===== config.mk =====
export PLATFORM = sky130hd
export DESIGN_NAME = utf8_codepoint_decoder_top
export DESIGN_NICKNAME = d
export VERILOG_FILES = /design/src/rtl/core/u8dec_pkg.sv /design/src/rtl/core/u8dec_core.sv /design/src/rtl/core/utf8_codepoint_decoder_top.sv
export SDC_FILE = /design/constraint.sdc
export NUM_CORES = 1
export LEC_CHECK = 0
export ABC_AREA = 1
export BUFFER_PORTS_ARGS = -buffer_cell sky130_fd_sc_hd__buf_2
export CORE_MARGIN = 1
export CORE_UTILIZATION = 30
export DETAILED_ROUTE_END_ITERATION = 10
export SKIP_LAST_GASP = 1
export SYNTH_ARGS = -nofsm -noshare
export SYNTH_HDL_FRONTEND = slang
export SYNTH_SLANG_ARGS = --single-unit

===== constraint.sdc =====
create_clock -name clock -period 4 [get_ports clock]
set_input_delay 0.4 -clock clock [delete_from_list [all_inputs] [get_ports clock]]
set_output_delay 0.4 -clock clock [all_outputs]
set_load 0.02 [all_outputs]

===== src/rtl/core/u8dec_pkg.sv =====
// u8dec_pkg: shared types, constants and helpers for the UTF-8 code point decoder.
// No dependencies; used by u8dec_core and utf8_codepoint_decoder_top.
package u8dec_pkg;

   localparam int CP_WIDTH  = 21;
   localparam int LEN_WIDTH = 3;

   // claimed length codes; LEN_IDLE means no sequence pending
   localparam logic [LEN_WIDTH-1:0] LEN_IDLE = 3'd0;
   localparam logic [LEN_WIDTH-1:0] LEN_ONE  = 3'd1;
   localparam logic [LEN_WIDTH-1:0] LEN_TWO  = 3'd2;
   localparam logic [LEN_WIDTH-1:0] LEN_THREE = 3'd3;
   localparam logic [LEN_WIDTH-1:0] LEN_FOUR = 3'd4;

   localparam logic [7:0] TERMINATOR = 8'h00;

   typedef struct packed {
      logic                 truncated;
      logic                 is_combining;
      logic [LEN_WIDTH-1:0] seq_length;
      logic [CP_WIDTH-1:0]  code_point;
   } result_type;

   function automatic logic in_combining(input logic [CP_WIDTH-1:0] cp);
      logic hit;
      hit = (cp inside {[21'h000300:21'h00036F]}) ||
            (cp inside {[21'h001AB0:21'h001AFF]}) ||
            (cp inside {[21'h001DC0:21'h001DFF]}) ||
            (cp inside {[21'h0020D0:21'h0020FF]}) ||
            (cp inside {[21'h00FE20:21'h00FE2F]});
      return hit;
   endfunction

endpackage


===== src/rtl/core/u8dec_core.sv =====
// u8dec_core: sequence state and single-pass decode of one accepted byte.
// Depends on u8dec_pkg. Produces at most one result per beat.
module u8dec_core (
   input  logic                   clock,
   input  logic                   reset,
   input  logic                   beat_valid,
   input  logic [7:0]             beat_byte,
   output logic                   res_valid,
   output u8dec_pkg::result_type  res_data
);
   import u8dec_pkg::*;

   logic [7:0]           lead_ff, lead_in;
   logic [LEN_WIDTH-1:0] claimed_ff, claimed_in;
   logic [LEN_WIDTH-1:0] seen_ff, seen_in;
   logic [CP_WIDTH-1:0]  partial_ff, partial_in;

   logic [LEN_WIDTH-1:0] seen_inc;
   logic [CP_WIDTH-1:0]  partial_shift;
   logic [CP_WIDTH-1:0]  cp_sel;

   assign seen_inc      = seen_ff + LEN_ONE;
   assign partial_shift = {partial_ff[CP_WIDTH-7:0], beat_byte[5:0]};

   always_comb begin
      lead_in    = lead_ff;
      claimed_in = claimed_ff;
      seen_in    = seen_ff;
      partial_in = partial_ff;
      res_valid  = 1'b0;
      cp_sel     = {{(CP_WIDTH-8){1'b0}}, beat_byte};
      res_data.seq_length = LEN_ONE;
      res_data.truncated  = 1'b0;

      if (beat_valid) begin
         if (claimed_ff == LEN_IDLE) begin
            if (beat_byte == TERMINATOR) begin
               res_valid = 1'b0;
            end else if (beat_byte inside {[8'hC0:8'hDF]}) begin
               lead_in    = beat_byte;
               claimed_in = LEN_TWO;
               seen_in    = LEN_ONE;
               partial_in = {{(CP_WIDTH-5){1'b0}}, beat_byte[4:0]};
            end else if (beat_byte inside {[8'hE0:8'hEF]}) begin
               lead_in    = beat_byte;
               claimed_in = LEN_THREE;
               seen_in    = LEN_ONE;
               partial_in = {{(CP_WIDTH-4){1'b0}}, beat_byte[3:0]};
            end else if (beat_byte inside {[8'hF0:8'hF7]}) begin
               lead_in    = beat_byte;
               claimed_in = LEN_FOUR;
               seen_in    = LEN_ONE;
               partial_in = {{(CP_WIDTH-3){1'b0}}, beat_byte[2:0]};
            end else begin
               // ASCII or invalid lead: pass the byte through as is
               res_valid = 1'b1;
            end
         end else if (beat_byte == TERMINATOR) begin
            res_valid           = 1'b1;
            cp_sel              = {{(CP_WIDTH-8){1'b0}}, lead_ff};
            res_data.seq_length = seen_ff;
            res_data.truncated  = 1'b1;
            lead_in    = '0;
            claimed_in = LEN_IDLE;
            seen_in    = '0;
            partial_in = '0;
         end else if (seen_inc >= claimed_ff) begin
            res_valid           = 1'b1;
            cp_sel              = partial_shift;
            res_data.seq_length = claimed_ff;
            lead_in    = '0;
            claimed_in = LEN_IDLE;
            seen_in    = '0;
            partial_in = '0;
         end else begin
            // continuation byte, top two bits ignored
            seen_in    = seen_inc;
            partial_in = partial_shift;
         end
      end

      res_data.code_point   = cp_sel;
      res_data.is_combining = in_combining(cp_sel);
   end

   always_ff @(posedge clock) begin
      if (reset) begin
         lead_ff    <= '0;
         claimed_ff <= LEN_IDLE;
         seen_ff    <= '0;
         partial_ff <= '0;
      end else begin
         lead_ff    <= lead_in;
         claimed_ff <= claimed_in;
         seen_ff    <= seen_in;
         partial_ff <= partial_in;
      end
   end

endmodule


===== src/rtl/core/utf8_codepoint_decoder_top.sv =====
// utf8_codepoint_decoder_top: byte-serial UTF-8 decoder with registered result and skid.
// Depends on u8dec_pkg and u8dec_core.
// A result is registered in the output entry, or in skid while the output entry stalls.
// Throughput: one byte per cycle; the two-entry result buffer (output + skid)
// keeps req_tready high unless the skid entry is occupied.
// Reset: synchronous, active high; clears sequence state and empties the buffer.
module utf8_codepoint_decoder_top (
   input  logic        clock,
   input  logic        reset,
   input  logic        req_tvalid,
   output logic        req_tready,
   input  logic [7:0]  req_tdata,   // [7:0] text_byte
   output logic        rsp_tvalid,
   input  logic        rsp_tready,
   output logic [23:0] rsp_tdata,   // [20:0] code_point, [23:21] seq_length
   output logic [1:0]  rsp_tuser    // [0] is_combining, [1] truncated
);
   import u8dec_pkg::*;

   logic       beat;
   logic       res_valid;
   result_type res_data;

   logic       out_valid_ff, out_valid_in;
   logic       skid_valid_ff, skid_valid_in;
   result_type out_ff, out_in;
   result_type skid_ff, skid_in;
   logic       pop;

   assign req_tready = !skid_valid_ff;
   assign beat       = req_tvalid && req_tready;
   assign pop        = out_valid_ff && rsp_tready;

   u8dec_core u_core (
      .clock      (clock),
      .reset      (reset),
      .beat_valid (beat),
      .beat_byte  (req_tdata),
      .res_valid  (res_valid),
      .res_data   (res_data)
   );

   always_comb begin
      out_valid_in  = out_valid_ff;
      skid_valid_in = skid_valid_ff;
      out_in        = out_ff;
      skid_in       = skid_ff;
      if (skid_valid_ff) begin
         if (pop) begin
            out_in        = skid_ff;
            skid_valid_in = 1'b0;
         end
      end else if (beat && res_valid) begin
         if (!out_valid_ff || pop) begin
            out_in       = res_data;
            out_valid_in = 1'b1;
         end else begin
            skid_in       = res_data;
            skid_valid_in = 1'b1;
         end
      end else if (pop) begin
         out_valid_in = 1'b0;
      end
   end

   always_ff @(posedge clock) begin
      if (reset) begin
         out_valid_ff  <= 1'b0;
         skid_valid_ff <= 1'b0;
      end else begin
         out_valid_ff  <= out_valid_in;
         skid_valid_ff <= skid_valid_in;
      end
      out_ff  <= out_in;
      skid_ff <= skid_in;
   end

   assign rsp_tvalid = out_valid_ff;
   assign rsp_tdata  = {out_ff.seq_length, out_ff.code_point};
   assign rsp_tuser  = {out_ff.truncated, out_ff.is_combining};

   // skid entry only fills behind a stalled output entry
   a_skid_behind_out: assert property (@(posedge clock) disable iff (reset)
      skid_valid_ff |-> out_valid_ff)
      else $error("skid entry valid while output entry empty");

   a_len_nonzero: assert property (@(posedge clock) disable iff (reset)
      out_valid_ff |-> (out_ff.seq_length != LEN_IDLE) && (out_ff.seq_length <= LEN_FOUR))
      else $error("result length out of range");

   // truncated results carry the lead byte, never a combining code point
   a_trunc_shape: assert property (@(posedge clock) disable iff (reset)
      (out_valid_ff && out_ff.truncated) |->
         (out_ff.code_point[CP_WIDTH-1:8] == '0) && !out_ff.is_combining &&
         (out_ff.seq_length < LEN_FOUR))
      else $error("malformed truncated result");

   a_single_is_byte: assert property (@(posedge clock) disable iff (reset)
      (out_valid_ff && !out_ff.truncated && out_ff.seq_length == LEN_ONE) |->
         (out_ff.code_point[CP_WIDTH-1:8] == '0) && (out_ff.code_point[7:0] != TERMINATOR))
      else $error("single-byte result not a plain byte");

   a_result_lands: assert property (@(posedge clock) disable iff (reset)
      (beat && res_valid) |=> out_valid_ff)
      else $error("produced result not buffered");

endmodule


# Word level (Yosys, flattened, before mapping)
# Index checks and enable logic that the tools add are counted.
dict set report totals {
  regBits 83
  latch_bits 0
  mem_bits_rw 0
  mem_bits_ro 0
  elab_cells 125
  mem_count 0
}
dict set report op_classes {
  add_sub_neg 1
  n_mul 0
  n_div 0
  order_cmp 17
  eq_ne 4
  shift 0
  mux 58
  n_bitwise 2
  reduce_logical 29
}
# cell count
set op_table {}
lappend op_table {{2-to-1 mux 15 bit} 7}
lappend op_table {{2-to-1 mux 26 bit} 4}
lappend op_table {{2-to-1 mux 21 bit} 4}
lappend op_table {{2-to-1 mux 8 bit} 7}
lappend op_table {{2-to-1 mux 3 bit} 18}
lappend op_table {{>= comparator 21 x 13 -> 1 bit, second input constant} 2}
lappend op_table {{less-or-equal comparator 21 x 13 -> 1 bit, second input constant} 2}
lappend op_table {{>= comparator 8 bit, second input constant} 3}
lappend op_table {{less-or-equal comparator 8 bit, second input constant} 3}
lappend op_table {{>= comparator 21 x 10 -> 1 bit, second input constant} 1}
lappend op_table {{>= comparator 21 x 14 -> 1 bit, second input constant} 1}
lappend op_table {{>= comparator 21 x 16 -> 1 bit, second input constant} 1}
lappend op_table {{less-or-equal comparator 21 x 10 -> 1 bit, second input constant} 1}
lappend op_table {{less-or-equal comparator 21 x 14 -> 1 bit, second input constant} 1}
lappend op_table {{less-or-equal comparator 21 x 16 -> 1 bit, second input constant} 1}
lappend op_table {{2-to-1 mux 1 bit} 18}
lappend op_table {{AND reduction 3 bit} 4}
lappend op_table {{logical AND 1 bit} 11}
lappend op_table {{zero test 8 bit} 1}
lappend op_table {{nonzero test 2 bit} 3}
lappend op_table {{logical OR 1 bit} 5}
lappend op_table {{!= test 2 x 1 -> 1 bit, second input constant} 2}
lappend op_table {{!= test 4 bit, second input constant} 1}
lappend op_table {{AND reduction 4 bit} 1}
lappend op_table {{7 further kinds} 9}

# Longest topological paths before layout
dict set report logic_depth {
  word_depth 15
  depth_mapped 21
  mapped_depth_nobuf 21
}

# Cells and area by module
# Synthesis repeated with hierarchy kept, for this count alone.
dict set report unflattened {
  hier_cells 507
  area_unflattened_um2 4172.8
}
# mod n_inst cells_each area_each_um2
set by_module_without_submodules {}
lappend by_module_without_submodules {u8dec_core 1 354 2160.8}
lappend by_module_without_submodules {utf8_codepoint_decoder_top 1 153 2011.9}

# Least setup slack after synthesis
# Ideal clock, no wire load.
dict set report synth_path {
  kind {register to register}
  start {reg u_core.seen_ff[0]}
  end {reg skid_ff[0] in the netlist's numbering, enable pin}
  arrival_time_ps 3339
  required_time_ps 3559
  setup_slack_ps 220
  path_stages_with_launch 14
  synth_period_minus_slack_ps 3780
  cell_sequence {dfxtp_1 > ha_1 > xor2_1 > ha_1 > nand2_1 > inv_1 > nand2_1 > nand2_1 > inv_1 > nand2_1 > nand2_1 > nand2_1 > inv_1 > nor3_1}
}
dict set report synth_between {
  elab_chain_cells 8
}
# item line
set synth_rtl {}
lappend synth_rtl {{start, declared} u8dec_core.sv:15} ;# logic [LEN_WIDTH-1:0] seen_ff, seen_in;
lappend synth_rtl {{start signal, assigned} u8dec_core.sv:95} ;# seen_ff <= seen_in;
lappend synth_rtl {{adder 3 x 1 -> 3 bit} u8dec_core.sv:22} ;# assign seen_inc = seen_ff + LEN_ONE;
lappend synth_rtl {{>= comparator 3 bit} u8dec_core.sv:67} ;# end else if (seen_inc >= claimed_ff) begin
lappend synth_rtl {{2-to-1 mux 1 bit} u8dec_core.sv:67}
lappend synth_rtl {{2-to-1 mux 1 bit} u8dec_core.sv:58} ;# end else if (beat_byte == TERMINATOR) begin
lappend synth_rtl {{2-to-1 mux 1 bit} u8dec_core.sv:36} ;# if (claimed_ff == LEN_IDLE) begin
lappend synth_rtl {{2-to-1 mux 1 bit} u8dec_core.sv:35} ;# if (beat_valid) begin
lappend synth_rtl {{logical AND 1 bit} utf8_codepoint_decoder_top.sv:53} ;# end else if (beat && res_valid) begin
lappend synth_rtl {{AND reduction 3 bit (no line)} --}
lappend synth_rtl {{end signal, assigned} utf8_codepoint_decoder_top.sv:75} ;# skid_ff <= skid_in;
lappend synth_rtl {{end, declared} utf8_codepoint_decoder_top.sv:27} ;# result_type skid_ff, skid_in;
# Every way passes these cells.
# A chain may end at the register's enable or synchronous reset.

==> impl_metrics.tcl <==
set metrics [dict create \
    cp-start-kind "flop" \
    total_power_w 0.00247 \
    cts.sinks 83 \
    pre_cts_ws_ns 1.03 \
    intPower_w 0.00162 \
    maxCapViolCount 0 \
    cp_slowest_cell "dfxtp_1" \
    dr.pass1.iters 5 \
    p_clk_share_pct 31.1 \
    gp_congestion 0.874 \
    dr_total_vias 3613 \
    synthCells 506 \
    initial_core_util_pct 30.8 \
    yosysSeqAreaShare_pct 50.9 \
    worstSetupPathType "flop to flop" \
    p_per_area_nw_per_um2 498 \
    period_share_pct 77.6 \
    arrival_ns 3.19 \
    cts_tree "built" \
    fp.dieH_um 122 \
    status "finished clean" \
    drt_iter0_markers 263 \
    relSlewSlack_pct 56.9 \
    path_delay_family "simple AND/OR/NAND/NOR gates" \
    max_stage_delay_ns 0.41 \
    power_leakage_nw 2.16 \
    hpwl_um 8210 \
    grt_overflow 0 \
    wl_um 11000 \
    grt_pass1_wl_um 17700 \
    dpl_cell_area_sq_um 4690 \
    path_common_cell "nor2_1" \
    final_common_cell "nand2_1" \
    max_freq_mhz 322 \
    synth_top_area_cell "edfxtp_1" \
    p_comb_share_pct 24.9 \
    worstPathBufferInverterCount 2 \
    area_growth_pct 15.7 \
    crit_fanout 17 \
    cts_resized 0 \
    synth_area_sq_um 4290 \
    finalHoldViolCount 0 \
    grt_pass1_vias 3397 \
    hold_slack_ns 0.328 \
    layout_setup_ws_ns 0.897 \
    grt_max_degree 25 \
    diodes 0 \
    path_cells "ha_1, xor2_1, ha_1, a21oi_1, nand2_1, buf_4, o211ai_1, nand2_4, nor2_2, inv_2, nor2_4, nand2_1, nor2_1, nor2_1, nor2_1, nand3_1" \
    syn_nets 522 \
    ys_top_cells_by_area "edfxtp_1 (36%), dfxtp_1 (14%), nand2_1 (10%)" \
    cts_setup_buffers 0 \
    portBuffers 39 \
    route.antenna.remaining_nets 0 \
    viasPerCell 4.93 \
    clockRootBuffer "clkbuf_16" \
    antenna_found_initial 0 \
    htreeDepth 3 \
    ios 40 \
    setup_violations 0 \
    critPathRequiredTime_ns 4.09 \
    period_needed_ns 3.10 \
    power_switching_w 0.000845 \
    clk_pin_slew_ns 0.06 \
    ir_drop_uv 224 \
    cts_buffers 9 \
    final_nets 564 \
    switching_share_pct 34.2 \
    postCtsHoldBufs 0 \
    rows 43 \
    rsz0062_at_grt "no" \
    yosys.cell_types.count 41 \
    tightestPinTransition_ns 0.645 \
    synth-seq-cells 83 \
    mostFrequentLayoutCells "nand2_1 (114), nor2_1 (62), edfxtp_1 (52)" \
    skew_ns 0.0111 \
    drive_gt1_share_pct 20.1 \
    yosysWarnings 0 \
    die-area_sq_um 14800 \
    p_seq_share_pct 44.0 \
    setup_tns_ns 0 \
    clock_latency_ns 0.35 \
    fin_area_sq_um 4960 \
    grt_usage_pct 15.9 \
    avgSynthCellArea_sq_um 8.47 \
    wl_per_cell_um 15.0 \
    hold_path.class "input port to flop" \
    end_kind "flop" \
    die_x_um 122 \
    drc_errors 0 \
    synth_top_area_share_pct 36.4 \
    core_sq_um 13900 \
    cts_max_path_buffers 2 \
    finalMaxSlewViolations 0 \
]
## state kept, by name (all words and copies together), names as in the netlist
register	count
u_core.seen_ff	3
skid_valid_ff	1
rsp_tuser	2
skid_ff	26
rsp_tdata	24
u_core.partial_ff	15
u_core.lead_ff	8
u_core.claimed_ff	3
rsp_tvalid	1
## metrics by stage
step / utilization (%) / cells
final: 35.6 / 733
after global routing: 35.6 / 733
after CTS: 35.6 / 733
after detailed placement: 33.7 / 717
after global placement: 33.7 / 717
after floorplan: - / 506
## final cells by class
class | instances | area [sq um]
repair buffers | 46 | 248
clock inverters | 6 | 42.5
well taps | 180 | 225
multi-input cells | 347 | 1800
inverters | 61 | 231
fillers | 1415 | 8970
flip-flops and latches | 83 | 2180
clock buffers | 10 | 229
## metal layers
| layer | part of all wire [%] | vias up | wire (um) | track usage [%] |
|---|---|---|---|---|
| li1 | - | 1777 | - | - |
| met1 | 47 | 1713 | 5200 | 21.2 |
| met2 | 46 | 101 | 5050 | 24.6 |
| met3 | 4.3 | 22 | 474 | 3.00 |
| met4 | 2.5 | 0 | 280 | 7.64 |
| met5 | 0 | - | 0 | 0 |
## power by group through the flow
stage                     clock, W  sequential (W)  combinational (W)
after floorplan                  0         0.00117           0.000373
after global placement           0         0.00110           0.000605
after detailed placement         0         0.00111           0.000612
after CTS                 0.000781         0.00109           0.000615
after global routing      0.000812         0.00110           0.000678
final                     0.000768         0.00109           0.000615
## cells by family (layout without fill, tap and decap cells)
kind of cell / Yosys count / in the layout / share of synthesized area [%]
AO/OA/AOI/OAI: 85 / 85 / 11.8
XOR/XNOR: 1 / 1 / 0.204
adder cells (fa/ha/maj): 4 / 4 / 1.17
buffers and inverters: 76 / 123 / 7.18
flip-flops: 83 / 83 / 50.9
AND/OR/NAND/NOR: 257 / 257 / 28.7
## Yosys cell counts (all sizes together)
| cell | count |
|---|---|
| nor3 | 10 |
| nand3 | 33 |
| a211oi | 5 |
| o21ai | 25 |
| nand2 | 130 |
| buf | 4 |
| a21oi | 35 |
| o32ai | 1 |
| nor4 | 2 |
| a21o | 1 |
| ha | 4 |
| o211ai | 9 |
| edfxtp | 52 |
| o221ai | 1 |
| a31oi | 6 |
| clkinv | 1 |
| nand3b | 2 |
| inv | 60 |
| xor2 | 1 |
| clkbuf | 11 |
| nand4 | 6 |
| o2111ai | 1 |
| dfxtp | 31 |
| nor2 | 74 |
| a32o | 1 |
## tightest hold or removal path: cells and delay by family
family	cells	cell delay (ns)
compound gates	1	0.05
simple gates	1	0.06
buf+inv	1	0.11
## path summary, 6_finish.rpt
path,startpoint,endpoint,slack (ns),cells past startpoint
setup / recovery,u_core.seen_ff[0],rsp_tuser[0],0.90,16
hold / removal,req_tdata[2],u_core.lead_ff[2],0.33,3
setup reg to reg,u_core.seen_ff[0],rsp_tuser[0],0.90,16
hold reg to reg,u_core.lead_ff[6],u_core.lead_ff[6],0.47,2
No activity file was read; power rests on OpenSTA's default activity.
